--- src/hw/rtl/lpkt_pkg.sv ---
// ----------------------------------------------------------------------------
// lpkt_pkg: shared definitions for the linear probing key table
// Table geometry, slot entry layout, result codes and the command and status
// structs that join the controller to the datapath.
// ----------------------------------------------------------------------------
package lpkt_pkg;

  localparam int CAPACITY  = 4096;
  localparam int SLOT_W    = $clog2(CAPACITY);
  localparam int HASH_W    = 32;
  localparam int WORD_W    = 64;
  localparam int KEY_W     = 4 * WORD_W;
  localparam int INDEX_W   = 32;
  localparam int CODE_W    = 8;
  localparam int PAY_W     = INDEX_W + 2 * CODE_W;
  localparam int COUNT_W   = 13;
  // Slot entry: valid flag on top, then the key, then the payload.
  localparam int ENTRY_W   = 1 + KEY_W + PAY_W;

  typedef enum logic {
    CMD_INSERT = 1'b0,
    CMD_LOOKUP = 1'b1
  } cmd_t;

  typedef enum logic [1:0] {
    ST_OK      = 2'd0,
    ST_PRESENT = 2'd1,
    ST_FULL    = 2'd2,
    ST_MISSING = 2'd3
  } status_t;

  typedef struct packed {
    logic    clear_wr;
    logic    accept;
    logic    step;
    logic    write_entry;
    logic    record;
    logic    take_payload;
    status_t result;
    logic    deliver;
  } lpkt_ctrl_t;

  typedef struct packed {
    logic clear_last;
    logic is_lookup;
    logic slot_empty;
    logic key_match;
    logic probe_last;
    logic out_free;
  } lpkt_stat_t;

endpackage

--- src/hw/rtl/lpkt_ctrl.sv ---
// ----------------------------------------------------------------------------
// lpkt_ctrl: probe sequencer of the key table
// Clears the slot memory after reset, then for each command reads slots in
// probe order and decides the outcome from the datapath status.
// ----------------------------------------------------------------------------
module lpkt_ctrl (
  input  logic                 clk,
  input  logic                 rst,
  input  logic                 req_valid,
  output logic                 req_ready,
  input  lpkt_pkg::lpkt_stat_t stat,
  output lpkt_pkg::lpkt_ctrl_t ctrl
);

  typedef enum logic [2:0] {
    S_CLEAR,
    S_IDLE,
    S_READ,
    S_CHECK,
    S_DONE
  } state_t;

  state_t state;
  state_t state_next;

  always_comb begin
    ctrl       = '0;
    ctrl.result = lpkt_pkg::ST_OK;
    state_next = state;
    unique case (state)
      S_CLEAR: begin
        ctrl.clear_wr = 1'b1;
        if (stat.clear_last) begin
          state_next = S_IDLE;
        end
      end
      S_IDLE: begin
        if (req_valid) begin
          ctrl.accept = 1'b1;
          state_next  = S_READ;
        end
      end
      S_READ: begin
        state_next = S_CHECK;
      end
      S_CHECK: begin
        priority if (stat.slot_empty) begin
          ctrl.record = 1'b1;
          if (stat.is_lookup) begin
            ctrl.result = lpkt_pkg::ST_MISSING;
          end else begin
            ctrl.write_entry = 1'b1;
            ctrl.result      = lpkt_pkg::ST_OK;
          end
          state_next = S_DONE;
        end else if (stat.key_match) begin
          ctrl.record = 1'b1;
          if (stat.is_lookup) begin
            ctrl.result       = lpkt_pkg::ST_OK;
            ctrl.take_payload = 1'b1;
          end else begin
            ctrl.result = lpkt_pkg::ST_PRESENT;
          end
          state_next = S_DONE;
        end else if (stat.probe_last) begin
          // Every slot was probed without a match or a free slot.
          ctrl.record = 1'b1;
          ctrl.result = stat.is_lookup ? lpkt_pkg::ST_MISSING : lpkt_pkg::ST_FULL;
          state_next  = S_DONE;
        end else begin
          ctrl.step  = 1'b1;
          state_next = S_READ;
        end
      end
      S_DONE: begin
        if (stat.out_free) begin
          ctrl.deliver = 1'b1;
          state_next   = S_IDLE;
        end
      end
      default: begin
        state_next = S_IDLE;
      end
    endcase
  end

  always_ff @(posedge clk) begin
    if (rst) begin
      state     <= S_CLEAR;
      req_ready <= 1'b0;
    end else begin
      state     <= state_next;
      req_ready <= (state_next == S_IDLE);
    end
  end

endmodule

--- config.mk ---
export PLATFORM = sky130hd
export DESIGN_NAME = lpkt_ctrl
export DESIGN_NICKNAME = d
export VERILOG_FILES = /design/src/hw/rtl/lpkt_pkg.sv /design/src/hw/rtl/lpkt_ctrl.sv
export SDC_FILE = /design/constraint.sdc
export NUM_CORES = 1
export LEC_CHECK = 0
export BUFFER_PORTS_ARGS = -buffer_cell sky130_fd_sc_hd__buf_2
export CAP_MARGIN = 10
export CORE_AREA = 5 5 42 44
export CTS_BUF_LIST = sky130_fd_sc_hd__clkbuf_4
export CTS_CLUSTER_DIAMETER = 50
export DETAILED_ROUTE_END_ITERATION = 12
export DIE_AREA = 0 0 47 49
export SLEW_MARGIN = 15
export SYNTH_ARGS = -nofsm -noshare
export SYNTH_HDL_FRONTEND = slang
export SYNTH_SLANG_ARGS = --single-unit
--- constraint.sdc ---
create_clock -name clk -period 3.54 [get_ports clk]
set_input_delay 0.708 -clock clk [delete_from_list [all_inputs] [get_ports clk]]
set_output_delay 0.708 -clock clk [all_outputs]
set_load 0.005 [all_outputs]
==> results of run 1 <==
## worst max-delay path, stage by stage
cell	delay (ns)
sky130_fd_sc_hd__buf_2	0.13
sky130_fd_sc_hd__or3_4	0.39
sky130_fd_sc_hd__or2b_1	0.18
sky130_fd_sc_hd__inv_1	0.04
sky130_fd_sc_hd__buf_2	0.11
## power breakdown
part / switching, uW / internal [uW] / leakage (uW)
sequential: 4.94 / 49.3 / 0.0000330
combinational: 13.9 / 16.1 / 0.000149
clock: 18.6 / 37.9 / 0.0000138
## layer usage
layer | up-vias | global-route usage (%) | wire, um
li1 | 167 | - | -
met2 | 17 | 7.692 | 309
met4 | 0 | 8.295 | 17
met5 | - | 0 | 0
met3 | 2 | 0 | 75
met1 | 135 | 9.011 | 296
## kinds of logic (layout without fill, tap and decap cells)
group           Yosys count  after routing  share of synthesized area [%]
compound gates            7              7                          18.38
buf+inv                   2             22                          3.136
mux                       1              1                          3.588
flops                     4              4                          28.70
simple gates             21             21                          46.19
## registers in the layout (all words and copies together), names as in the netlist
signal / flops
req_ready: 1
state: 3
## cell usage in the layout (no fill, tap or decap)
| cell type | count |
|---|---|
| sky130_fd_sc_hd__buf_2 | 18 |
| sky130_fd_sc_hd__nor2_1 | 6 |
| sky130_fd_sc_hd__dfxtp_1 | 4 |
| sky130_fd_sc_hd__nand3b_1 | 3 |
| sky130_fd_sc_hd__nor2b_1 | 3 |
| sky130_fd_sc_hd__a21oi_1 | 3 |
| sky130_fd_sc_hd__clkbuf_4 | 3 |
| sky130_fd_sc_hd__nor3_1 | 2 |
| sky130_fd_sc_hd__nor3b_1 | 2 |
| sky130_fd_sc_hd__or3_4 | 1 |
| sky130_fd_sc_hd__or2b_1 | 1 |
| sky130_fd_sc_hd__inv_1 | 1 |
| sky130_fd_sc_hd__mux2i_1 | 1 |
| sky130_fd_sc_hd__or3b_2 | 1 |
| sky130_fd_sc_hd__o21ai_0 | 1 |
| sky130_fd_sc_hd__and3_1 | 1 |
| sky130_fd_sc_hd__nand2b_1 | 1 |
| sky130_fd_sc_hd__a311oi_2 | 1 |
| sky130_fd_sc_hd__o21bai_1 | 1 |
| sky130_fd_sc_hd__a2111oi_0 | 1 |
## worst paths after layout
kind	to	slack, ns	cells past startpoint
max	ctrl[4]	1.27	5
min	state[2]$_SDFF_PP0_	0.58	2
max reg2reg	req_ready$_SDFF_PP0_	2.17	3
min reg2reg	state[2]$_SDFF_PP0_	0.58	2
## per-stage QoR
step,cells,worst slack [ns],hold slack (ns)
2_1_floorplan,35,1.526,0.5248
3_3_place_gp,68,1.267,0.5713
3_5_place_dp,68,1.264,0.5735
4_1_cts,71,1.262,0.5801
5_1_grt,71,1.190,0.6237
6_report,71,1.266,0.5810
## final cells by class
type | count | area (um2)
inverters | 1 | 3.754
clock buffers | 3 | 22.52
flip-flops and latches | 4 | 80.08
fillers | 172 | 994.7
multi-input cells | 29 | 190.2
repair buffers | 18 | 90.09
well taps | 16 | 20.02
==> flow_metrics.env, run 1 <==
export IMPL_synth_area_um2=279.0
export IMPL_status="complete, no violations"
export IMPL_synthCells=35
export IMPL_setup_violations=0
export IMPL_cts_tree="done"
export IMPL_clkTransAtPathRegs_ns=0.04
export IMPL_cp_startpoint="stat[3]"
export IMPL_cts_hold_buffers=0
export IMPL_netlist_area_leader_share_pct=28.70
export IMPL_synth_lib_cells_used_distinct=19
export IMPL_die_h_um=49
export IMPL_first_pass_grt_wire_length_um=1041
export IMPL_routed_via_density=4.521
export IMPL_initial_antenna_violation_count=0
export IMPL_number_of_i_o_port_buffers=18
export IMPL_maximum_ir_drop_on_the_vdd_rail_mv=0.06983
export IMPL_clockRootBuffer="sky130_fd_sc_hd__clkbuf_4"
export IMPL_placed_cell_area_um2=384.1
export IMPL_slew_headroom_pct=53.17
export IMPL_cts_repair_timing_setup_buffer_count=0
export IMPL_cts_htree_levels=1
export IMPL_worst_clock_skew_ns=0.0003072
export IMPL_totalWireLength_um=697
export IMPL_cts_resized_gates=0
export IMPL_worst_r2r_startpoint="state[2]$_SDFF_PP0_"
export IMPL_synth_edf_count=0
export IMPL_synthesis_area_per_instance_um2=7.972
export IMPL_timing_setup_critical_path_class="input pin to output port"
export IMPL_total_iterations_of_the_first_detailed_routing_run=4
export IMPL_post_layout_util_pct=29.02
export IMPL_cts_num_sinks=4
export IMPL_async_reset_ff_share_pct=0
export IMPL_rsz0062_at_grt="no"
export IMPL_worst_path_max_fanout=6
export IMPL_worst_hold_path_type="flop to flop"
export IMPL_synth_warning_count=0
export IMPL_first_global_vias=265
export IMPL_hold_viol_final=0
export IMPL_insertion_delay_ns=0.23
export IMPL_yosys_area_top_type="sky130_fd_sc_hd__dfxtp_1"
export IMPL_worstPathArrival_ns=1.57
export IMPL_worst_tran_pin_value_ns=0.6847
export IMPL_synth_flop_cell="sky130_fd_sc_hd__dfxtp_1"
export IMPL_initial_core_util_pct=19.91
export IMPL_final_max_slew_viol_count=0
export IMPL_critPathRequiredTime_ns=2.83
export IMPL_cts_buffers=3
export IMPL_synth_seq_area_share_pct=28.70
export IMPL_grt_start_max_net_pins=9
export IMPL_setup_total_negative_slack_ns=0
export IMPL_max_buffers_root_to_sink=2
export IMPL_drc_errors=0
export IMPL_areaGrowthSynthToFinish_pct=45.74
export IMPL_die_boundary_width_um=47
export IMPL_ant_nets=0
export IMPL_hold_start="state[2]$_SDFF_PP0_"
export IMPL_floorplan_die_area_um2=2303
export IMPL_fin_crit_sh_pct=64.24
export IMPL_syn_nets=44
export IMPL_synth_seq_cells=4
export IMPL_floorplan_core_area_um2=1401
export IMPL_row_count=14
export IMPL_start_kind="input pin"
export IMPL_grt_overflow_total=0
export IMPL_synth_top_cells_by_area="sky130_fd_sc_hd__dfxtp_1, sky130_fd_sc_hd__nand3b_1, sky130_fd_sc_hd__nor2_1, sky130_fd_sc_hd__nor2b_1, sky130_fd_sc_hd__a21oi_1"
export IMPL_dp_hpwl_um=561.2
export IMPL_finish_net_count=66
export IMPL_final_antenna_diode_count=0
export IMPL_cellLeakagePower_uw=0.0001959
export IMPL_yosys_cell_count_top_type="sky130_fd_sc_hd__nor2_1"
export IMPL_layout_drive_gt1_share_pct=43.64
export IMPL_boundaryPins=19
export IMPL_synth_cells_most_frequent="sky130_fd_sc_hd__nor2_1, sky130_fd_sc_hd__dfxtp_1, sky130_fd_sc_hd__a21oi_1, sky130_fd_sc_hd__nand3b_1, sky130_fd_sc_hd__nor2b_1"
export IMPL_timing_fmax_ghz=0.4397
export IMPL_globalRouteTotalUtil_pct=6.549
export IMPL_critPathCaptureType="output port"
export IMPL_dr_first_iter_drc_count=4
export IMPL_gpl_final_weighted_congestion=0.6781
export IMPL_fin_area_um2=406.6
export IMPL_wirelength_per_cell_um=9.817
export IMPL_final_min_clock_period_ns=2.274
export IMPL_report_power_total_uw=140.7
export IMPL_power_density_cell_area_nw_per_um2=346.1
export IMPL_detailroute_via_count=321
export IMPL_maxCapViolCount=0
No activity file was read; power rests on OpenSTA's default activity.
==> run 2: changes to the inputs <==
clock period = 1.85 ns   (was 3.54 ns; I/O delays follow)
==> flow_metrics.env, run 2 (same netlist as run 1, synthesis figures left out) <==
export IMPL_status="complete, no violations"
export IMPL_layout_drive_gt1_share_pct=45.45
export IMPL_maxCapViolCount=0
export IMPL_critPathRequiredTime_ns=1.48
export IMPL_globalRouteTotalUtil_pct=6.474
export IMPL_dr_first_iter_drc_count=5
export IMPL_worstPathArrival_ns=1.34
export IMPL_cellLeakagePower_uw=0.0001963
export IMPL_cts_repair_timing_setup_buffer_count=0
export IMPL_worst_tran_pin_value_ns=0.5985
export IMPL_dp_hpwl_um=583.7
export IMPL_die_h_um=49
export IMPL_detailroute_via_count=323
export IMPL_cts_hold_buffers=0
export IMPL_grt_overflow_total=0
export IMPL_clockRootBuffer="sky130_fd_sc_hd__clkbuf_4"
export IMPL_grt_start_max_net_pins=9
export IMPL_total_iterations_of_the_first_detailed_routing_run=2
export IMPL_worst_hold_path_type="input pin to flop"
export IMPL_nFillCells=175
export IMPL_worst_clock_skew_ns=0.004258
export IMPL_cts_buffers=3
export IMPL_ant_nets=0
export IMPL_row_count=14
export IMPL_floorplan_die_area_um2=2303
export IMPL_areaGrowthSynthToFinish_pct=46.19
export IMPL_first_global_vias=288
export IMPL_report_power_total_uw=266.9
export IMPL_placed_cell_area_um2=384.1
export IMPL_final_max_slew_viol_count=0
export IMPL_cts_htree_levels=1
export IMPL_final_antenna_diode_count=0
export IMPL_cts_num_sinks=4
export IMPL_routed_via_density=4.549
export IMPL_first_pass_grt_wire_length_um=1104
export IMPL_finish_net_count=66
export IMPL_die_boundary_width_um=47
export IMPL_largest_reg_flops=3
export IMPL_clkTransAtPathRegs_ns=0.04
export IMPL_fin_crit_sh_pct=92.48
export IMPL_post_layout_util_pct=29.11
export IMPL_initial_core_util_pct=19.91
export IMPL_max_flop_register="state"
export IMPL_hold_viol_final=0
export IMPL_setup_violations=0
export IMPL_start_kind="flop"
export IMPL_worst_path_max_fanout=7
export IMPL_setup_total_negative_slack_ns=0
export IMPL_layout_top_registers="state: 3 flops, req_ready: 1 flops"
export IMPL_number_of_i_o_port_buffers=18
export IMPL_totalWireLength_um=707
export IMPL_insertion_delay_ns=0.23
export IMPL_final_min_clock_period_ns=1.711
export IMPL_worst_hold_slack_ns=0.3338
export IMPL_fin_area_um2=407.9
export IMPL_mostFrequentLayoutCells="sky130_fd_sc_hd__buf_2, sky130_fd_sc_hd__nor2_1"
export IMPL_maximum_ir_drop_on_the_vdd_rail_mv=0.1978
export IMPL_initial_antenna_violation_count=0
export IMPL_critPathCaptureType="output port"
export IMPL_floorplan_core_area_um2=1401
export IMPL_timing_fmax_ghz=0.5845
export IMPL_slew_headroom_pct=59.07
export IMPL_power_density_cell_area_nw_per_um2=654.4
export IMPL_cts_tree="done"
export IMPL_boundaryPins=19
export IMPL_max_buffers_root_to_sink=2
export IMPL_timing_setup_critical_path_class="flop to output port"
export IMPL_rsz0062_at_grt="no"
export IMPL_wirelength_per_cell_um=9.958
export IMPL_drc_errors=0
export IMPL_mostFrequentLayoutCell="sky130_fd_sc_hd__buf_2"
export IMPL_gpl_final_weighted_congestion=0.7065
run 2: cell types whose count changed in the layout (fill, tap and decap cells not counted):
cell and delta:
sky130_fd_sc_hd__dfxtp_1 -1, sky130_fd_sc_hd__dfxtp_2 +1
run 2: final cells by class:
type                       instances  area (um2)  area share [%]
sequential                         4       81.33           19.94
multi-input combinational         29       190.2           46.63
inverter                           1       3.754          0.9202
tap                               16       20.02           4.908
clock buffer                       3       22.52           5.521
timing repair buffer              18       90.09           22.09
run 2: per-layer routing:
metal / vias up / share of wire (%) / global-route usage (%)
met5: - / 0 / 0
met1: 143 / 43 / 7.456
met2: 13 / 47 / 9.502
met4: 0 / 0 / 4.147
li1: 167 / - / -
met3: 0 / 9.6 / 2.583
run 2: through the flow:
step,std cells,setup slack [ns]
floorplan,35,0.5119
global placement,68,0.2660
detailed placement,68,0.2497
CTS,71,0.09665
global route,71,0.02003
finish,71,0.1391
run 2: worst paths after layout:
path / start / endpoint / slack (ns) / cells past startpoint
worst max register to register: state[2]$_SDFF_PP0_ / req_ready$_SDFF_PP0_ / 0.56 / 3
worst min-delay path: rst / state[1]$_SDFF_PP0_ / 0.33 / 2
worst max-delay path: state[0]$_SDFF_PP0_ / ctrl[4] / 0.14 / 4
worst min register to register: state[2]$_SDFF_PP0_ / state[2]$_SDFF_PP0_ / 0.58 / 2
run 2: what timing repair did:
item                                    in CTS  in global routing
endpoints found under the setup margin       0                  1
hold endpoints to repair                     0                  0
resized for setup                            0                  1
run 2: worst max-delay path: stages (launching register included):
cell and delay [ns]:
sky130_fd_sc_hd__dfxtp_1 0.44, sky130_fd_sc_hd__nand3b_1 0.23, sky130_fd_sc_hd__or2b_1 0.29, sky130_fd_sc_hd__inv_1 0.05, sky130_fd_sc_hd__buf_2 0.10
run 2: power by group:
group / switching, uW / leakage, uW / internal (uW) / total, uW
logic: 26.2 / 0.000149 / 30.8 / 57.1
clock network: 33.4 / 0.0000138 / 72.4 / 106
registers: 9.43 / 0.0000334 / 94.7 / 104
total: 69.0 / 0.000196 / 198 / 267
==> run 3: changes to the inputs <==
CELL_PAD_IN_SITES_DETAIL_PLACEMENT = 1   (was not set)
CELL_PAD_IN_SITES_GLOBAL_PLACEMENT = 1   (was not set)
PLACE_DENSITY_LB_ADDON = 0.1   (was not set)
==> flow_metrics.env, run 3 (same netlist as run 1, synthesis figures left out) <==
export IMPL_clkTransAtPathRegs_ns=0.04
export IMPL_slew_headroom_pct=59.17
export IMPL_clockRootBuffer="sky130_fd_sc_hd__clkbuf_4"
export IMPL_areaGrowthSynthToFinish_pct=48.43
export IMPL_routed_via_density=4.625
export IMPL_first_pass_grt_wire_length_um=1538
export IMPL_drc_errors=0
export IMPL_setup_violations=0
export IMPL_worst_hold_slack_ns=0.3162
export IMPL_pre_cts_slack_ns=0.2477
export IMPL_wirelength_per_cell_um=13.01
export IMPL_largest_reg_flops=3
export IMPL_floorplan_die_area_um2=2303
export IMPL_cts_num_sinks=4
export IMPL_cts_tree="done"
export IMPL_worstHoldPathCells=2
export IMPL_layout_area_seq_um2=80.08
export IMPL_cts_repair_timing_setup_buffer_count=0
export IMPL_timing_reg2reg_setup_slack_ns=0.51
export IMPL_nFillCells=182
export IMPL_detailroute_via_count=333
export IMPL_grt_overflow_total=0
export IMPL_crit_chain="nand3b_1, or2b_1, inv_1, buf_2"
export IMPL_final_max_slew_viol_count=0
export IMPL_setup_ws_ns=0.1415
export IMPL_worst_path_max_fanout=8
export IMPL_finish_net_count=67
export IMPL_floorplan_core_area_um2=1401
export IMPL_totalWireLength_um=937
export IMPL_critPathCaptureType="output port"
export IMPL_setup_total_negative_slack_ns=0
export IMPL_max_buffers_root_to_sink=2
export IMPL_max_flop_register="state"
export IMPL_layout_drive_gt1_share_pct=44.64
export IMPL_timing_fmax_ghz=0.5853
export IMPL_total_iterations_of_the_first_detailed_routing_run=2
export IMPL_mostFrequentLayoutCells="sky130_fd_sc_hd__buf_2, sky130_fd_sc_hd__nor2_1, sky130_fd_sc_hd__dfxtp_1"
export IMPL_rr_worst_depth=3
export IMPL_boundaryPins=19
export IMPL_initial_antenna_violation_count=0
export IMPL_report_power_total_uw=282.9
export IMPL_placed_cell_area_um2=384.1
export IMPL_die_h_um=49
export IMPL_multi_input_area_um2=190.2
export IMPL_layout_top_registers="state: 3 flops, req_ready: 1 flops"
export IMPL_timing_critical_path_depth=4
export IMPL_gpl_final_weighted_congestion=0.7428
export IMPL_cp_slowest_cell="sky130_fd_sc_hd__dfxtp_1"
export IMPL_worst_clock_skew_ns=0.005086
export IMPL_insertion_delay_ns=0.25
export IMPL_initial_core_util_pct=19.91
export IMPL_worst_path_dominant_cell_family="simple AND/OR/NAND/NOR gates"
export IMPL_critPathRequiredTime_ns=1.48
export IMPL_globalRouteTotalUtil_pct=9.775
export IMPL_first_global_vias=355
export IMPL_worst_tran_pin_value_ns=0.5970
export IMPL_worst_path_buf_inv=2
export IMPL_number_of_i_o_port_buffers=18
export IMPL_critical_path_max_stage_delay_ns=0.47
export IMPL_cts_buffers=3
export IMPL_worst_hold_path_type="input pin to flop"
export IMPL_cts_resized_gates=0
export IMPL_grt_start_max_net_pins=9
export IMPL_worstPathArrival_ns=1.34
export IMPL_hold_viol_final=0
export IMPL_fin_area_um2=414.1
export IMPL_dp_hpwl_um=763.3
export IMPL_final_min_clock_period_ns=1.709
export IMPL_die_boundary_width_um=47
export IMPL_mostFrequentLayoutCell="sky130_fd_sc_hd__buf_2"
export IMPL_timing_setup_critical_path_class="flop to output port"
export IMPL_fin_crit_sh_pct=92.35
export IMPL_maxCapViolCount=0
export IMPL_row_count=14
export IMPL_rsz0062_at_grt="no"
export IMPL_cts_htree_levels=1
export IMPL_cts_hold_buffers=0
export IMPL_ant_nets=0
export IMPL_final_antenna_diode_count=0
export IMPL_maximum_ir_drop_on_the_vdd_rail_mv=0.2115
export IMPL_power_density_cell_area_nw_per_um2=683.1
export IMPL_dr_first_iter_drc_count=3
export IMPL_status="complete, no violations"
export IMPL_start_kind="flop"
export IMPL_cellLeakagePower_uw=0.0002001
run 3: path summary, 6_finish.rpt:
path                  startpoint              endpoint
max          state[1]$_SDFF_PP0_               ctrl[4]
min                          rst   state[2]$_SDFF_PP0_
max reg2reg  state[2]$_SDFF_PP0_  req_ready$_SDFF_PP0_
min reg2reg  state[2]$_SDFF_PP0_   state[2]$_SDFF_PP0_
run 3: area by class of cell:
type,instances,area share [%]
tap,16,4.834
clock buffer,3,5.438
inverter,1,0.9063
multi-input combinational,29,45.92
timing repair buffer,19,23.56
sequential,4,19.34
run 3: power by group:
group	total, uW	switching [uW]	leakage (uW)	internal [uW]
Sequential	105	10.4	0.0000330	94.1
Combinational	60.2	28.4	0.000153	31.7
Clock	118	45.0	0.0000138	73.2
run 3: layer usage:
metal	share of wire [%]	routed length [um]	GRT usage [%]
met4	2.6	24	5.530
met5	0	0	0
met2	53	495	15.84
met1	38	355	8.972
met3	6.4	60	5.904
run 3: stage by stage:
stage,util [%],std cells
after global placement,27.41,68
after detailed placement,27.41,68
after global routing,29.55,72
after CTS,29.02,71
after floorplan,-,35
final,29.55,72
